### src/design/lgpa_pkg.sv
// Package for the levels and gamma pixel adjuster: payload types, register
// indexes, fixed-point constants and elaboration-time coefficient functions.
// No dependencies.
package lgpa_pkg;

    localparam int FRAC_BITS_DEF = 16;

    localparam int CFG_IDX_W  = 3;
    localparam int CFG_DATA_W = 12;

    localparam logic [CFG_IDX_W-1:0] IDX_IN_BLACK  = 3'd0;
    localparam logic [CFG_IDX_W-1:0] IDX_IN_WHITE  = 3'd1;
    localparam logic [CFG_IDX_W-1:0] IDX_GAMMA_Q8  = 3'd2;
    localparam logic [CFG_IDX_W-1:0] IDX_OUT_BLACK = 3'd3;
    localparam logic [CFG_IDX_W-1:0] IDX_OUT_WHITE = 3'd4;

    localparam logic [7:0]  IN_BLACK_RST  = 8'd0;
    localparam logic [7:0]  IN_WHITE_RST  = 8'd255;
    localparam logic [11:0] GAMMA_Q8_RST  = 12'd256;
    localparam logic [7:0]  OUT_BLACK_RST = 8'd0;
    localparam logic [7:0]  OUT_WHITE_RST = 8'd255;

    // Inverse gamma in Q4.12, worked out from 2^20 plus half the divisor.
    localparam int INV_W      = 16;
    localparam int INV_FRAC   = 12;
    localparam int INV_NUM_W  = 21;
    localparam int INV_CNT_W  = 5;
    localparam logic [11:0]      GAMMA_MIN = 12'd3;
    localparam logic [INV_W-1:0] INV_MAX   = 16'hFFFF;
    localparam logic [INV_W-1:0] INV_RST   = 16'd4096;

    typedef struct packed {
        logic [7:0] red_in;
        logic [7:0] green_in;
        logic [7:0] blue_in;
    } pix_in_t;

    typedef struct packed {
        logic [7:0] red_out;
        logic [7:0] green_out;
        logic [7:0] blue_out;
    } pix_out_t;

    // Settings shared by all lanes, derived from the registers.
    typedef struct packed {
        logic [7:0]       in_black;
        logic [8:0]       in_white;
        logic [8:0]       in_range;
        logic [INV_W-1:0] inv;
        logic [7:0]       out_black;
        logic [7:0]       out_diff;
        logic             invert;
    } lane_cfg_t;

    function automatic logic [63:0] isqrt64(input logic [63:0] x_in);
        logic [63:0] x;
        logic [63:0] res;
        logic [63:0] bitv;
        x    = x_in;
        res  = '0;
        bitv = 64'd1 << 62;
        for (int i = 0; i < 32; i++) begin
            if (x >= res + bitv) begin
                x   = x - (res + bitv);
                res = (res >> 1) + bitv;
            end else begin
                res = res >> 1;
            end
            bitv = bitv >> 2;
        end
        return res;
    endfunction

    // Coefficient 2^(-2^-idx) with f fraction bits, by repeated square roots.
    function automatic logic [63:0] exp_coef(input int f, input int idx);
        logic [63:0] c;
        c = 64'd1 << (f - 1);
        for (int j = 1; j <= idx; j++) begin
            c = isqrt64(c << f);
        end
        return c;
    endfunction

    function automatic int lane_latency(input int f);
        return 3 * f + 6;
    endfunction

endpackage

### src/design/lgpa_inv_div.sv
// Iterative divider that forms the Q4.12 inverse of the gamma register.
// Depends on lgpa_pkg.
module lgpa_inv_div (
    input  logic                            aclk,
    input  logic                            aresetn,
    input  logic                            start,
    input  logic [11:0]                     gamma_q8,
    output logic [lgpa_pkg::INV_W-1:0]      inv
);

    localparam int NW = lgpa_pkg::INV_NUM_W;

    logic                              busy_reg, busy_next;
    logic [lgpa_pkg::INV_CNT_W-1:0]    cnt_reg, cnt_next;
    logic [NW-1:0]                     num_reg, num_next;
    logic [11:0]                       den_reg, den_next;
    logic [11:0]                       rem_reg, rem_next;
    logic [NW-1:0]                     quo_reg, quo_next;
    logic [lgpa_pkg::INV_W-1:0]        inv_reg, inv_next;
    logic [12:0]                       rem_s;
    logic                              ge;
    logic [11:0]                       g_eff;

    assign g_eff = (gamma_q8 < lgpa_pkg::GAMMA_MIN) ? lgpa_pkg::GAMMA_MIN : gamma_q8;
    assign rem_s = {rem_reg, num_reg[NW-1]};
    assign ge    = rem_s >= {1'b0, den_reg};

    always_comb begin
        busy_next = busy_reg;
        cnt_next  = cnt_reg;
        num_next  = num_reg;
        den_next  = den_reg;
        rem_next  = rem_reg;
        quo_next  = quo_reg;
        inv_next  = inv_reg;
        if (start) begin
            busy_next = 1'b1;
            cnt_next  = '0;
            num_next  = (NW'(1) << 20) + NW'(g_eff >> 1);
            den_next  = g_eff;
            rem_next  = '0;
            quo_next  = '0;
        end else if (busy_reg) begin
            rem_next = ge ? 12'(rem_s - {1'b0, den_reg}) : rem_s[11:0];
            quo_next = {quo_reg[NW-2:0], ge};
            num_next = {num_reg[NW-2:0], 1'b0};
            cnt_next = cnt_reg + 1'b1;
            if (cnt_reg == lgpa_pkg::INV_CNT_W'(NW - 1)) begin
                busy_next = 1'b0;
                inv_next  = (quo_next > NW'(lgpa_pkg::INV_MAX))
                          ? lgpa_pkg::INV_MAX : quo_next[lgpa_pkg::INV_W-1:0];
            end
        end
    end

    always_ff @(posedge aclk) begin
        if (!aresetn) begin
            busy_reg <= 1'b0;
            cnt_reg  <= '0;
            inv_reg  <= lgpa_pkg::INV_RST;
        end else begin
            busy_reg <= busy_next;
            cnt_reg  <= cnt_next;
            inv_reg  <= inv_next;
        end
        num_reg <= num_next;
        den_reg <= den_next;
        rem_reg <= rem_next;
        quo_reg <= quo_next;
    end

    assign inv = inv_reg;

endmodule

### config.mk
export PLATFORM = sky130hd
export DESIGN_NAME = lgpa_inv_div
export DESIGN_NICKNAME = d
export VERILOG_FILES = /design/src/design/lgpa_pkg.sv /design/src/design/lgpa_inv_div.sv
export SDC_FILE = /design/constraint.sdc
export NUM_CORES = 1
export LEC_CHECK = 0
export BUFFER_PORTS_ARGS = -buffer_cell sky130_fd_sc_hd__buf_4
export CAP_MARGIN = 20
export CORE_MARGIN = 2
export CORE_UTILIZATION = 36
export CTS_BUF_LIST = sky130_fd_sc_hd__clkbuf_16
export DETAILED_ROUTE_END_ITERATION = 8
export GPL_TIMING_DRIVEN = 0
export PLACE_DENSITY_LB_ADDON = 0.05
export SKIP_CTS_REPAIR_TIMING = 1
export SYNTH_ARGS = -nofsm -noshare
export SYNTH_HDL_FRONTEND = slang
export SYNTH_SLANG_ARGS = --single-unit
### constraint.sdc
create_clock -name aclk -period 2.9 [get_ports aclk]
set_input_delay 0 -clock aclk [delete_from_list [all_inputs] [get_ports aclk]]
set_output_delay 0 -clock aclk [all_outputs]
set_load 0.05 [all_outputs]
* After elaboration in Yosys (flattened, before gate mapping) *
Index checks and enable logic that the tools add are counted.

word-level totals
  flip-flop bits (word level) = 87
  word-level logic and storage cells = 28

cells by class
  add/sub/neg operators = 3
  order comparisons = 3
  equal/unequal tests = 1
  muxes and demuxes = 8
  bitwise gates (word level) = 2
  reduce and logical (&&, ||, !) cells = 3

operators with widths
  operator                                                                       number
  21-bit two-way mux                                                             2
  12-bit two-way mux                                                             2
  21-bit by 11-bit adder with 21-bit output, first input constant                1
  21-bit by 16-bit > comparator with 1-bit output, second input constant         1
  16-bit two-way mux                                                             1
  13-bit by 12-bit greater-or-equal comparator with 1-bit output                 1
  12-bit by 2-bit less-than comparator with 1-bit output, second input constant  1
  12-bit subtractor                                                              1
  5-bit by 1-bit adder with 5-bit output, second input constant                  1
  5-bit == test, second input constant                                           1
  1-bit two-way mux                                                              3
  3-bit AND reduction                                                            1
  1-bit NOT                                                                      2
  2-bit nonzero test                                                             1
  2-bit OR reduction                                                             1

* Logic depth before layout (Yosys ltp) *
Gate-level depths: netlist (run 1).

  depth in word-level cells = 4
  depth in mapped cells = 10
  depth with buffers taken out = 9

* Worst setup path after synthesis (run 1) *
Ideal clock, no wire load.

  kind = register -> register
  start point = reg den_reg[0]
  end point = reg rem_reg[10]
  setup time = 146 ps
  arrival = 2,056 ps
  setup slack = 698 ps
  stages on the path, launching flop included = 9
  period minus slack after synthesis = 2,202 ps
  path through = edfxtp_1 > ha_1 > fa_1 > nand2b_1 > a21oi_1 > o311a_1 > mux2_2 > o22ai_1 > a311oi_2

on the way
  cells in the longest elaborated chain, start to end = 2
  elaborated cells between the ends (all ways) = 3
  those cells by class = 1 x add/sub; 1 x order compare; 1 x mux

ends and longest elaborated chain
  element                                                                                              RTL line                                source
  start: declaration                                                                                   lgpa_inv_div.sv:16                      logic [11:0] den_reg, den_next;
  start signal: assignment                                                                             lgpa_inv_div.sv:67                      den_reg <= den_next;
  12-bit subtractor or 13-bit by 12-bit greater-or-equal comparator with 1-bit output (tied branches)  lgpa_inv_div.sv:44, lgpa_inv_div.sv:26
  12-bit two-way mux *                                                                                 lgpa_inv_div.sv:44                      rem_next = ge ? 12'(rem_s - {1'b0, den_reg}) : rem_s[11:0];
  end signal: assignment                                                                               lgpa_inv_div.sv:68                      rem_reg <= rem_next;
  end: declaration                                                                                     lgpa_inv_div.sv:17                      logic [11:0] rem_reg, rem_next;

Every way passes the cells marked *; elsewhere a longest branch is shown, timed or not.
A chain may end at the register's enable or synchronous reset.

* Worst setup path in the final report (run 1) *
  start point = reg num_reg[20]
  end point = reg rem_reg[10]

on the way
  cells in the longest elaborated chain, start to end = 2
  elaborated cells between the ends (all ways) = 3
  those cells by class = 1 x add/sub; 1 x order compare; 1 x mux

ends and longest elaborated chain
  element                                                                                              RTL line                                source
  start: declaration                                                                                   lgpa_inv_div.sv:15                      logic [NW-1:0] num_reg, num_next;
  start signal: assignment                                                                             lgpa_inv_div.sv:66                      num_reg <= num_next;
  12-bit subtractor or 13-bit by 12-bit greater-or-equal comparator with 1-bit output (tied branches)  lgpa_inv_div.sv:44, lgpa_inv_div.sv:26
  12-bit two-way mux *                                                                                 lgpa_inv_div.sv:44

Marked as above.

==> results by group, run 1 <==
Outcome
  • Run status: completed

Synthesis
  • Most instantiated flip-flop cell in the synthesis netlist: dfxtp_1
  • Sequential area share after synthesis: 0.514
  • Adder-Cell Fraction of Synth Area: 0.0484
  • Average cell area after synthesis: about 11 um^2
  • Compound-Gate Fraction of Synth Area: 0.157
  • Largest family of logic cells by synthesized area: compound AO/OA/AOI/OAI gates
  • Syn. warnings: 0
  • Multiplexer share of the synthesized area: 0.0804
  • #FFs+latches synth: a little under 90
  • XOR/XNOR Fraction of Synth Area: 0.0239
  • Top post-synthesis cells by area: dfxtp_1 (27%), edfxtp_1 (25%), mux2i_1 (5.0%)
  • Post-synth cell types: 56
  • Synth Cell Area: approximately 0.0040 mm^2
  • Syn Inst Count: 366
  • Synthesized-area fraction occupied by and/or/nand/nor cells: 0.125
  • Post-synth top area cell: dfxtp_1
  • Net count after synthesis: between 300 and 400
  • Count of flip-flops with a built-in enable after synthesis: 33
  • Area fraction of the dominant cell type after synthesis: 0.268
  • Fraction of synthesis flops using an asynchronous set or reset pin: 0

Global route
  • Largest net degree at the start of global routing: 22
  • Final global-route overflow total: 0
  • Total Routing Usage GR: 0.153
  • Global-route wire length before repair: between 10 and 15 mm
  • Antenna violations before repair: 0
  • Number of global-route vias before repair: roughly 2.8k

CTS
  • Clock tree root driver cell: clkbuf_16
  • Clock tree from TritonCTS: yes
  • H-tree level count: 3
  • TritonCTS Sinks: 87
  • Clock latency at the later pin of the worst-skew pair: ~0.35 ns
  • Clock buffer depth: 2
  • TritonCTS buffer count: 9
  • Register clock-pin slew on the reported worst setup and hold paths: ~0.060 ns

Route
  • 1st-iter DRT viols: 148
  • Via count of the routed design: roughly 2.9k
  • Initial DRT Pass Iterations: 4
  • Number of design rule violations left after detail routing: 0
  • Final WL: about 8.5 mm
  • Routed WL per cell: approximately 15 um
  • Antenna-violating nets left: 0
  • Via-per-instance ratio: about 5.1

STA
  • Setup clock skew after layout: roughly 0.0063 ns
  • Sum Neg Setup Slack: 0 ns
  • Transition time at the pin with the least slew margin: 0.752 ns
  • Max-slew violation total from the final report: 0
  • Hold Vio Cnt, Final: 0
  • Max-slew headroom: 0.499
  • Smallest setup slack after layout: around 0.38 ns
  • Crit path time final: 2.52 ns
  • Final period util: 0.869
  • Setup violators final: 0
  • Max Fclk: ~400 MHz
  • RSZ-0062 raised after global routing: no

Worst setup path
  • Library cell contributing the largest single delay on the critical path: fa_1
  • Launch instance of the worst register-to-register path: num_reg[20]
  • Worst reg-to-reg setup slack: 0.38 ns
  • CP startpoint: num_reg[20]
  • Kind of start point of the critical path: flip-flop
  • Cells along the critical path: inv_1 -> ha_1 -> fa_1 -> nand2b_1 -> a21oi_1 -> o311a_1 -> mux2_2 -> o22ai_1 -> a311oi_2
  • Critical path peak fanout: 3
  • CP Data Required Time: between 3 and 4 ns
  • Number of cell instances on the worst register-to-register path: 9
  • Nature of the critical path endpoint: flip-flop
  • Class of the most critical setup path: reg -> reg
  • Largest stage delay, worst path: 0.41 ns
  • Endpoint of the lowest-slack register-to-register path: rem_reg[10]
  • Arr. time, crit path: ~2.7 ns
  • CP endpoint: rem_reg[10]

Floorplan
  • Vertical die dimension: roughly 110 um
  • Initial standard-cell utilization of the core: 0.370
  • DIE AREA: 0.0121 mm^2
  • Rows: 38
  • Top Ports: 31
  • Width of the die: between 100 and 150 um
  • Placeable core area: around 0.011 mm^2

Pwr
  • Standby leakage power: 1.91 nW
  • Power density relative to cell area: approximately 630 mW/mm^2
  • Worst IR Drop VDD: between 300 and 400 uV

Layout
  • Total number of nets in the final design: 448
  • Area added between synthesis and finish: 20.5%
  • Share of cells above drive strength 1: 0.213
  • Flip-flop count of the largest register, all copies and words added: 21
  • Core utilization of the finished layout: 0.446
  • Count of antenna diodes in the layout: 0

Flow run
  • Maximum Capacitance Violations: 0

Hold path
  • Classification of the worst-slack hold path: in -> reg

Placement
  • DP HPWL: approximately 5.8 mm
  • Number of I/O port buffers: 29
  • Setup Slack @ Placement: between 0.4 and 0.5 ns
  • Final GP Congestion: between 0.7 and 0.8
per-layer routing:
metal	part of all wire	global-route usage	up-vias
met5	0	0	-
met4	0.025	0.0787	0
met3	0.025	0.0338	17
met2	0.44	0.219	38
met1	0.51	0.216	1365
li1	-	-	1439
cells by family (layout without fill, tap and decap cells):
logic type	count (synthesis)	in the layout
simple gates	100	100
flops	87	87
compound gates	73	73
buf+inv	49	106
mux	31	31
fa+ha+maj	15	15
xor+xnor	11	11
where the power goes:
group          internal (mW)  switching [mW]
Sequential              1.34          0.0279
Clock                  0.749           0.485
Combinational          0.192           0.245
Total                   2.28           0.758
synth_stat cells, types with 3 or more instances:
cell type and n:
mux2_2 11, o21ai_1 8, nor2b_1 13, edfxtp_1 33, nor2_1 42, buf_1 6
ha_1 14, a21oi_1 7, a21o_1 5, dfxtp_1 54, a311oi_1 9, or2_2 3
inv_1 17, nand4_1 4, xor2_1 5, buf_2 5, xnor2_1 6, nand2_1 7
clkbuf_1 19, mux2i_1 20, nand2b_1 5, nand3_1 11, o221a_2 15, o21ai_0 3
nor3_1 3
worst max-delay path, delay by kind of cell (launching register included):
| kind | cells | cell delay, ns |
|---|---|---|
| buffers and inverters | 1 | 0.06 |
| adders and majority gates | 2 | 0.63 |
| muxes | 1 | 0.36 |
| DFF | 1 | 0.32 |
| and+or+nand+nor | 1 | 0.19 |
| AOI/OAI and AO/OA | 4 | 0.82 |
metrics by stage:
step                      area [um^2]  hold slack (ns)  power (mW)  cells
after global placement           4420            0.275        1.82    535
after CTS                        4740          -0.0879        3.06    551
after floorplan                  4030            0.112        1.71    366
final                            4860           0.0376        3.04    563
after global routing             4860           0.0400        3.18    563
after detailed placement         4420            0.273        1.82    535
placed cells by master, fill, tap and decap left out, drive strengths merged, types with 2 or more instances in the layout:
cell type / count
o221a: 15
nand3: 11
bufinv: 2
o211ai: 4
xnor2: 6
a21o: 6
nor4: 2
edfxtp: 33
o2111ai: 2
dlygate4sd3: 12
a311oi: 11
buf: 42
dfxtp: 54
nand4: 4
clkinv: 4
or3b: 2
nor3: 3
nand2: 7
xor2: 5
or2: 3
a211oi: 3
nor2: 43
o22ai: 2
ha: 14
a21oi: 7
inv: 18
o41ai: 2
o21ai: 11
mux2i: 20
o21bai: 2
nor2b: 13
clkbuf: 28
mux2: 11
nand2b: 5
worst min-delay path by stage:
stage                start          to  slack, ns  cells past startpoint
2_1_floorplan        start  den_reg[0]       0.11                      0
3_3_place_gp   gamma_q8[3]  den_reg[3]       0.27                      2
3_5_place_dp   gamma_q8[3]  den_reg[3]       0.27                      2
4_1_cts        gamma_q8[3]  den_reg[3]      -0.09                      2
5_1_grt              start  den_reg[9]       0.04                      1
6_report             start  den_reg[2]       0.04                      1
area by class of cell:
type / instances / area, um^2
plain buffers: 32 / 141
clock buffers: 9 / 225
clock inverters: 7 / 86.3
fillers: 1041 / 6030
inverters: 17 / 63.8
multi-input cells: 230 / 1750
flip-flops and latches: 87 / 2070
well taps: 140 / 175
repair buffers: 41 / 338
Note: power is estimated with default switching activity, not from simulation.
==> run 2: changes to the inputs <==
Settings changed: RECOVER_POWER from default to 50.
==> run 2 against run 1 <==
Against the previous run: sequential share of layout area rose by 0.91 points; utilization fell by 0.93 points; clock power barely moved; critical path depth did not move; largest cell class unchanged.
==> results by group, run 2 (synthesis gave the netlist of run 1 again) <==
Outcome
  • Run status: completed

CTS
  • Clock buffer depth: 2 (unchanged)
  • Register clock-pin slew on the reported worst setup and hold paths: 0.06 ns (about the same)
  • H-tree level count: 3 (unchanged)
  • TritonCTS Sinks: 87 (unchanged)
  • Clock latency at the later pin of the worst-skew pair: 0.34 ns (about the same)
  • Clock tree from TritonCTS: yes
  • Clock tree root driver cell: clkbuf_16
  • TritonCTS buffer count: 9 (unchanged)

Pwr
  • Standby leakage power: 1.80 nW (-5.6%)
  • Sw power: 0.756 mW (-0.23%)
  • Sw Ratio: 0.250 (about the same)
  • Worst IR Drop VDD: 371 uV (unchanged)
  • Part of the total power dissipated in sequential elements: 0.451 (about the same)
  • Share of power burned in the clock network: 0.407 (about the same)
  • Relative contribution of combinational cells to total power: 0.142 (-0.002)
  • Internal power: 2.27 mW (-0.29%)
  • Power density relative to cell area: 637 mW/mm^2 (+1.8%)

Floorplan
  • Top Ports: 31 (unchanged)
  • Vertical die dimension: 110 um (unchanged)
  • Placeable core area: 0.0109 mm^2 (unchanged)
  • Initial standard-cell utilization of the core: 0.370 (unchanged)
  • DIE AREA: 0.0121 mm^2 (unchanged)
  • Width of the die: 110 um (unchanged)
  • Rows: 38 (unchanged)

Placement
  • DP HPWL: 5.84 mm (unchanged)
  • Final GP Congestion: 0.771 (unchanged)
  • Setup Slack @ Placement: 0.402 ns (unchanged)
  • DP Cell Count: 535 (unchanged)
  • Number of I/O port buffers: 29 (unchanged)
  • Placed instance area: 0.00442 mm^2 (unchanged)

Layout
  • Share of cells above drive strength 1: 0.147 (-0.0662)
  • Core utilization of the finished layout: 0.437 (-0.00931)
  • Total of fill cells in the finished design: 1063 (+2.1%)
  • Most frequent cells in the layout: dfxtp_1 (54), clkbuf_1 (48), nor2_1 (42), edfxtp_1 (33), mux2i_1 (20)
  • Layout Cells excl Fill: 563 (unchanged)
  • Area added between synthesis and finish: 17.9%
  • Flip-flop count of the largest register, all copies and words added: 21 (unchanged)
  • Non-Filler Cell Area, Final: 0.00475 mm^2 (-2.1%)
  • Total number of nets in the final design: 448 (unchanged)
  • Count of antenna diodes in the layout: 0 (unchanged)
  • Commonest non-fill, non-tap cell in the layout: dfxtp_1

Hold path
  • Worst hold path endpoint: inv[15]
  • Classification of the worst-slack hold path: in -> reg
  • Startpoint of the worst hold path: aresetn
  • Number of cells on the worst hold path: 2 (+1)

Global route
  • Largest net degree at the start of global routing: 22 (unchanged)
  • Global-route wire length before repair: 14.0 mm (unchanged)
  • Total Routing Usage GR: 0.153 (unchanged)
  • Number of global-route vias before repair: 2753 (unchanged)
  • Final global-route overflow total: 0 (unchanged)
  • Antenna violations before repair: 0 (unchanged)

Worst setup path
  • Arr. time, crit path: 2.72 ns (about the same)
  • Launch instance of the worst register-to-register path: num_reg[20]
  • Number of cell instances on the worst register-to-register path: 9 (unchanged)
  • Kind of start point of the critical path: flip-flop
  • Nature of the critical path endpoint: flip-flop
  • Endpoint of the lowest-slack register-to-register path: rem_reg[10]
  • Class of the most critical setup path: reg -> reg
  • CP Data Required Time: 3.10 ns (about the same)
  • Critical path peak fanout: 3 (unchanged)
  • Worst reg-to-reg setup slack: 0.37 ns (about the same)

STA
  • Setup violators final: 0 (unchanged)
  • Hold Vio Cnt, Final: 0 (unchanged)
  • Transition time at the pin with the least slew margin: 0.963 ns (+0.211 ns)
  • Sum Neg Setup Slack: 0 ns (unchanged)
  • Max-slew headroom: 0.358 (-0.141)
  • Max-slew violation total from the final report: 0 (unchanged)
  • Max Fclk: 396 MHz (-0.25%)
  • Setup clock skew after layout: 0.00575 ns (-0.000500 ns)
  • Final period util: 0.871 (+0.00217)
  • Smallest setup slack after layout: 0.375 ns (-0.00631 ns)
  • Crit path time final: 2.53 ns (+0.00631 ns)
  • RSZ-0062 raised after global routing: no

Route
  • Antenna-violating nets left: 0 (unchanged)
  • Routed WL per cell: 15.1 um (about the same)
  • Via-per-instance ratio: 5.06 (-0.28%)
  • Final WL: 8.50 mm (about the same)
  • Initial DRT Pass Iterations: 4 (unchanged)
  • 1st-iter DRT viols: 121 (-18%)
  • Number of design rule violations left after detail routing: 0 (unchanged)
  • Via count of the routed design: 2851 (-0.28%)

Flow run
  • Maximum Capacitance Violations: 0 (unchanged)
-- run 2: changes by cell type in the layout (fill, tap and decap cells not counted), sizes merged --
cell / before / now
buf: 42 / 13
clkbuf: 28 / 57
-- run 2: power by group through the flow --
stage | Combinational [mW] | Clock, mW | Sequential, mW
floorplan | 0.324 | 0 | 1.38
global route | 0.480 | 1.32 | 1.37
detailed placement | 0.425 | 0 | 1.39
global placement | 0.424 | 0 | 1.39
finish | 0.430 | 1.23 | 1.37
CTS | 0.428 | 1.27 | 1.37
-- run 2: layout make-up --
cell class	instances	area, um^2	share of cell area
sequential	87	2070	0.436
inverter	17	63.8	0.0134
multi-input combinational	230	1750	0.369
buffer	32	141	0.0297
clock buffer	9	225	0.0474
tap	140	175	0.0368
clock inverter	7	86.3	0.0182
timing repair buffer	41	236	0.0497
-- run 2: through the flow --
stage | hold WS [ns] | power [mW]
after floorplan | 0.112 | 1.71
after global placement | 0.275 | 1.82
after detailed placement | 0.273 | 1.82
after CTS | -0.0879 | 3.06
after global routing | 0.113 | 3.17
final | 0.0797 | 3.03
-- run 2: critical path: stages, from the launching register on --
cell and delay (ns):
edfxtp_1 0.32, inv_1 0.06, ha_1 0.22, fa_1 0.41, nand2b_1 0.19, a21oi_1 0.27
o311a_1 0.29, mux2_2 0.36, o22ai_1 0.16, a311oi_2 0.11
-- run 2: layer usage --
layer  GRT usage  part of all wire
met5           0                 0
met1       0.216              0.52
met4      0.0787             0.025
met3      0.0338             0.025
met2       0.219              0.43
-- run 2: how the worst max path moves through the flow --
stage	start	endpoint	slack (ns)	depth (start not counted)
detailed placement	num_reg[20]	rem_reg[10]	0.40	9
CTS	num_reg[20]	rem_reg[10]	0.39	9
floorplan	den_reg[0]	rem_reg[10]	0.70	8
global placement	num_reg[20]	rem_reg[10]	0.40	9
global route	num_reg[20]	rem_reg[10]	0.23	9
finish	num_reg[20]	rem_reg[10]	0.37	9
==> run 3: changes to the inputs <==
Settings changed: ABC_AREA from default to 1.
==> run 3 against run 2 <==
Against the previous run: via count is 14% higher; register-to-register slack improved by 0.58 ns; critical path type unchanged; worst setup slack better by 0.58 ns; power decreased by 11%; sequential share of layout area decreased by 0.93 points.
==> results by group, run 3 <==
Route
  • Final WL: 9.12 mm (+7.2%)
  • Via-per-instance ratio: 4.63 (-8.5%)
  • 1st-iter DRT viols: 138 (+14%)
  • Number of design rule violations left after detail routing: 0 (unchanged)
  • Initial DRT Pass Iterations: 4 (unchanged)
  • Routed WL per cell: 13.0 um (-14%)
  • Antenna-violating nets left: 0 (unchanged)
  • Via count of the routed design: 3251 (+14%)

Worst setup path
  • Most Frequent Cell on Critical Path: nand2_1
  • CP Data Required Time: 3.13 ns (+0.03 ns)
  • Largest stage delay, worst path: 0.37 ns (-0.04 ns)
  • Class of the most critical setup path: reg -> reg
  • Arr. time, crit path: 2.18 ns (-0.54 ns)
  • Kind of start point of the critical path: flip-flop
  • Nature of the critical path endpoint: flip-flop
  • Cells along the critical path: inv_1 -> ha_1 -> nand2_1 -> nand2_1 -> inv_1 -> nand2_1 -> a21oi_2 -> buf_2 -> nand4_1 -> nand3_1 -> nand2_1
  • Library cell contributing the largest single delay on the critical path: edfxtp_1
  • Critical path peak fanout: 10 (+7)

STA
  • Setup violators final: 0 (unchanged)
  • Hold Vio Cnt, Final: 0 (unchanged)
  • Max-slew violation total from the final report: 0 (unchanged)
  • Max-slew headroom: 0.393 (+0.0353)
  • Transition time at the pin with the least slew margin: 0.910 ns (-0.0530 ns)
  • Setup clock skew after layout: 0.00754 ns (+0.00179 ns)
  • Sum Neg Setup Slack: 0 ns (unchanged)
  • Max Fclk: 514 MHz (+30%)
  • RSZ-0062 raised after global routing: no
  • Crit path time final: 1.95 ns (-0.578 ns)
  • Final period util: 0.671 (-0.199)

Outcome
  • Run status: completed

Synthesis
  • Synth Cell Area: 0.00414 mm^2 (+2.6%)
  • Most instantiated flip-flop cell in the synthesis netlist: dfxtp_1
  • Post-synth top area cell: dfxtp_1
  • Most instantiated library cell after synthesis: nand2_1
  • Count of flip-flops with a built-in enable after synthesis: 33 (unchanged)
  • Largest family of logic cells by synthesized area: simple AND/OR/NAND/NOR gates
  • Multiplexer share of the synthesized area: 0 (-0.0804)
  • Sequential area share after synthesis: 0.501 (-0.0132)
  • Post-synth cell types: 38 (-32%)
  • Top post-synthesis cells by area: dfxtp_1 (26%), edfxtp_1 (24%), nand2_1 (12%)
  • Syn Inst Count: 501 (+37%)
  • #FFs+latches synth: 87 (unchanged)
  • Compound-Gate Fraction of Synth Area: 0.0943 (-0.0630)
  • Net count after synthesis: 531 (+34%)
  • Syn. warnings: 0 (unchanged)
  • XOR/XNOR Fraction of Synth Area: 0.00847 (-0.0154)
  • Synthesized-area fraction occupied by and/or/nand/nor cells: 0.240 (+0.115)
  • Commonest cells in the netlist: nand2_1 (131), inv_1 (84), dfxtp_1 (54)
  • Area fraction of the dominant cell type after synthesis: 0.261 (-0.00689)
  • Average cell area after synthesis: 8.26 um^2 (-25%)
  • Fraction of synthesis flops using an asynchronous set or reset pin: 0 (unchanged)
  • Adder-Cell Fraction of Synth Area: 0.0472 (-0.00124)

Floorplan
  • Top Ports: 31 (unchanged)
  • Width of the die: 111 um (+1.3%)
  • Initial standard-cell utilization of the core: 0.365 (-0.00476)
  • Rows: 39 (+2.6%)
  • Placeable core area: 0.0113 mm^2 (+4.0%)
  • DIE AREA: 0.0124 mm^2 (+2.5%)
  • Vertical die dimension: 111 um (+1.3%)

CTS
  • TritonCTS Sinks: 87 (unchanged)
  • Clock buffer depth: 2 (unchanged)
  • Register clock-pin slew on the reported worst setup and hold paths: 0.06 ns (about the same)
  • H-tree level count: 3 (unchanged)
  • Clock latency at the later pin of the worst-skew pair: 0.34 ns (about the same)
  • Clock tree from TritonCTS: yes
  • TritonCTS buffer count: 9 (unchanged)
  • Clock tree root driver cell: clkbuf_16

Layout
  • Count of antenna diodes in the layout: 0 (unchanged)
  • Area added between synthesis and finish: 17.4%
  • Commonest non-fill, non-tap cell in the layout: nand2_1
  • Share of cells above drive strength 1: 0.0859 (-0.0607)
  • Core utilization of the finished layout: 0.429 (-0.00753)
  • Flip-flop count of the largest register, all copies and words added: 21 (unchanged)
  • Total number of nets in the final design: 585 (+31%)
  • Most frequent cells in the layout: nand2_1 (131), inv_1 (87), dfxtp_1 (54), clkbuf_1 (43), edfxtp_1 (33)

Pwr
  • Relative contribution of combinational cells to total power: 0.081 (-0.061)
  • Power density relative to cell area: 555 mW/mm^2 (-13%)
  • Internal power: 2.07 mW (-8.7%)
  • Standby leakage power: 2.17 nW (+20%)
  • Part of the total power dissipated in sequential elements: 0.496 (+0.045)
  • Sw Ratio: 0.231 (-0.0189)
  • Sw power: 0.622 mW (-18%)
  • Worst IR Drop VDD: 403 uV (+8.6%)
  • Share of power burned in the clock network: 0.423 (+0.016)

Placement
  • DP HPWL: 6.49 mm (+11%)
  • Final GP Congestion: 0.839 (+8.7%)
  • Number of I/O port buffers: 30 (+3.4%)

Global route
  • Largest net degree at the start of global routing: 31 (+41%)
  • Number of global-route vias before repair: 3101 (+13%)
  • Total Routing Usage GR: 0.157 (+0.00352)
  • Antenna violations before repair: 0 (unchanged)
  • Final global-route overflow total: 0 (unchanged)
  • Global-route wire length before repair: 15.4 mm (+10%)

Flow run
  • Maximum Capacitance Violations: 0 (unchanged)

Hold path
  • Classification of the worst-slack hold path: in -> reg
-- run 3: metal layers --
metal / GRT usage / vias to the layer above / wire, um
met4: 0.0609 / 0 / 143
met5: 0 / - / 0
met1: 0.235 / 1477 / 4910
met3: 0.0344 / 10 / 267
met2: 0.219 / 39 / 3800
li1: - / 1725 / -
-- run 3: worst paths after layout --
kind | cells past startpoint | end | startpoint | slack, ns
max reg2reg | 11 | rem_reg[3] | den_reg[8] | 0.95
min reg2reg | 2 | rem_reg[5] | rem_reg[5] | 0.47
max | 11 | rem_reg[3] | den_reg[8] | 0.95
min | 1 | den_reg[1] | start | 0.33
-- run 3: cell families after synthesis --
group | count (synthesis)
xor gates and xnor gates | 4
buffers and inverters | 113
DFF | 87
adders and majority gates | 15
and+or+nand+nor | 220
AOI/OAI and AO/OA | 62
-- run 3: through the flow --
stage | area, um^2 | hold WS, ns | total power, mW | setup WS, ns | std cells
2_1_floorplan | 4140 | 0.112 | 1.50 | 1.14 | 501
3_3_place_gp | 4540 | 0.281 | 1.58 | 0.606 | 674
3_5_place_dp | 4540 | 0.280 | 1.58 | 0.974 | 674
4_1_cts | 4840 | -0.0772 | 2.74 | 0.959 | 689
5_1_grt | 4860 | 0.390 | 2.82 | 0.718 | 702
6_report | 4860 | 0.334 | 2.70 | 0.953 | 702
-- run 3: power by group through the flow --
stage	Clock [mW]	Combinational, mW	Sequential (mW)
after floorplan	0	0.144	1.36
after global placement	0	0.215	1.36
after detailed placement	0	0.213	1.36
after CTS	1.18	0.215	1.34
after global routing	1.22	0.253	1.34
final	1.14	0.218	1.34
-- run 3: worst max-delay path, delay by kind of cell (launching register included) --
family                     cells  cell delay [ns]
AOI/OAI and AO/OA              1             0.20
adders and majority gates      1             0.36
buffers and inverters          3             0.39
and+or+nand+nor                6             0.52
DFF                            1             0.37
-- run 3: cell type report --
cell class / count / area [um^2]
inverters: 87 / 328
plain buffers: 26 / 125
multi-input cells: 301 / 1610
clock buffers: 11 / 275
well taps: 143 / 179
clock inverters: 4 / 20.0
flip-flops and latches: 87 / 2070
repair buffers: 43 / 254
fillers: 1213 / 6460
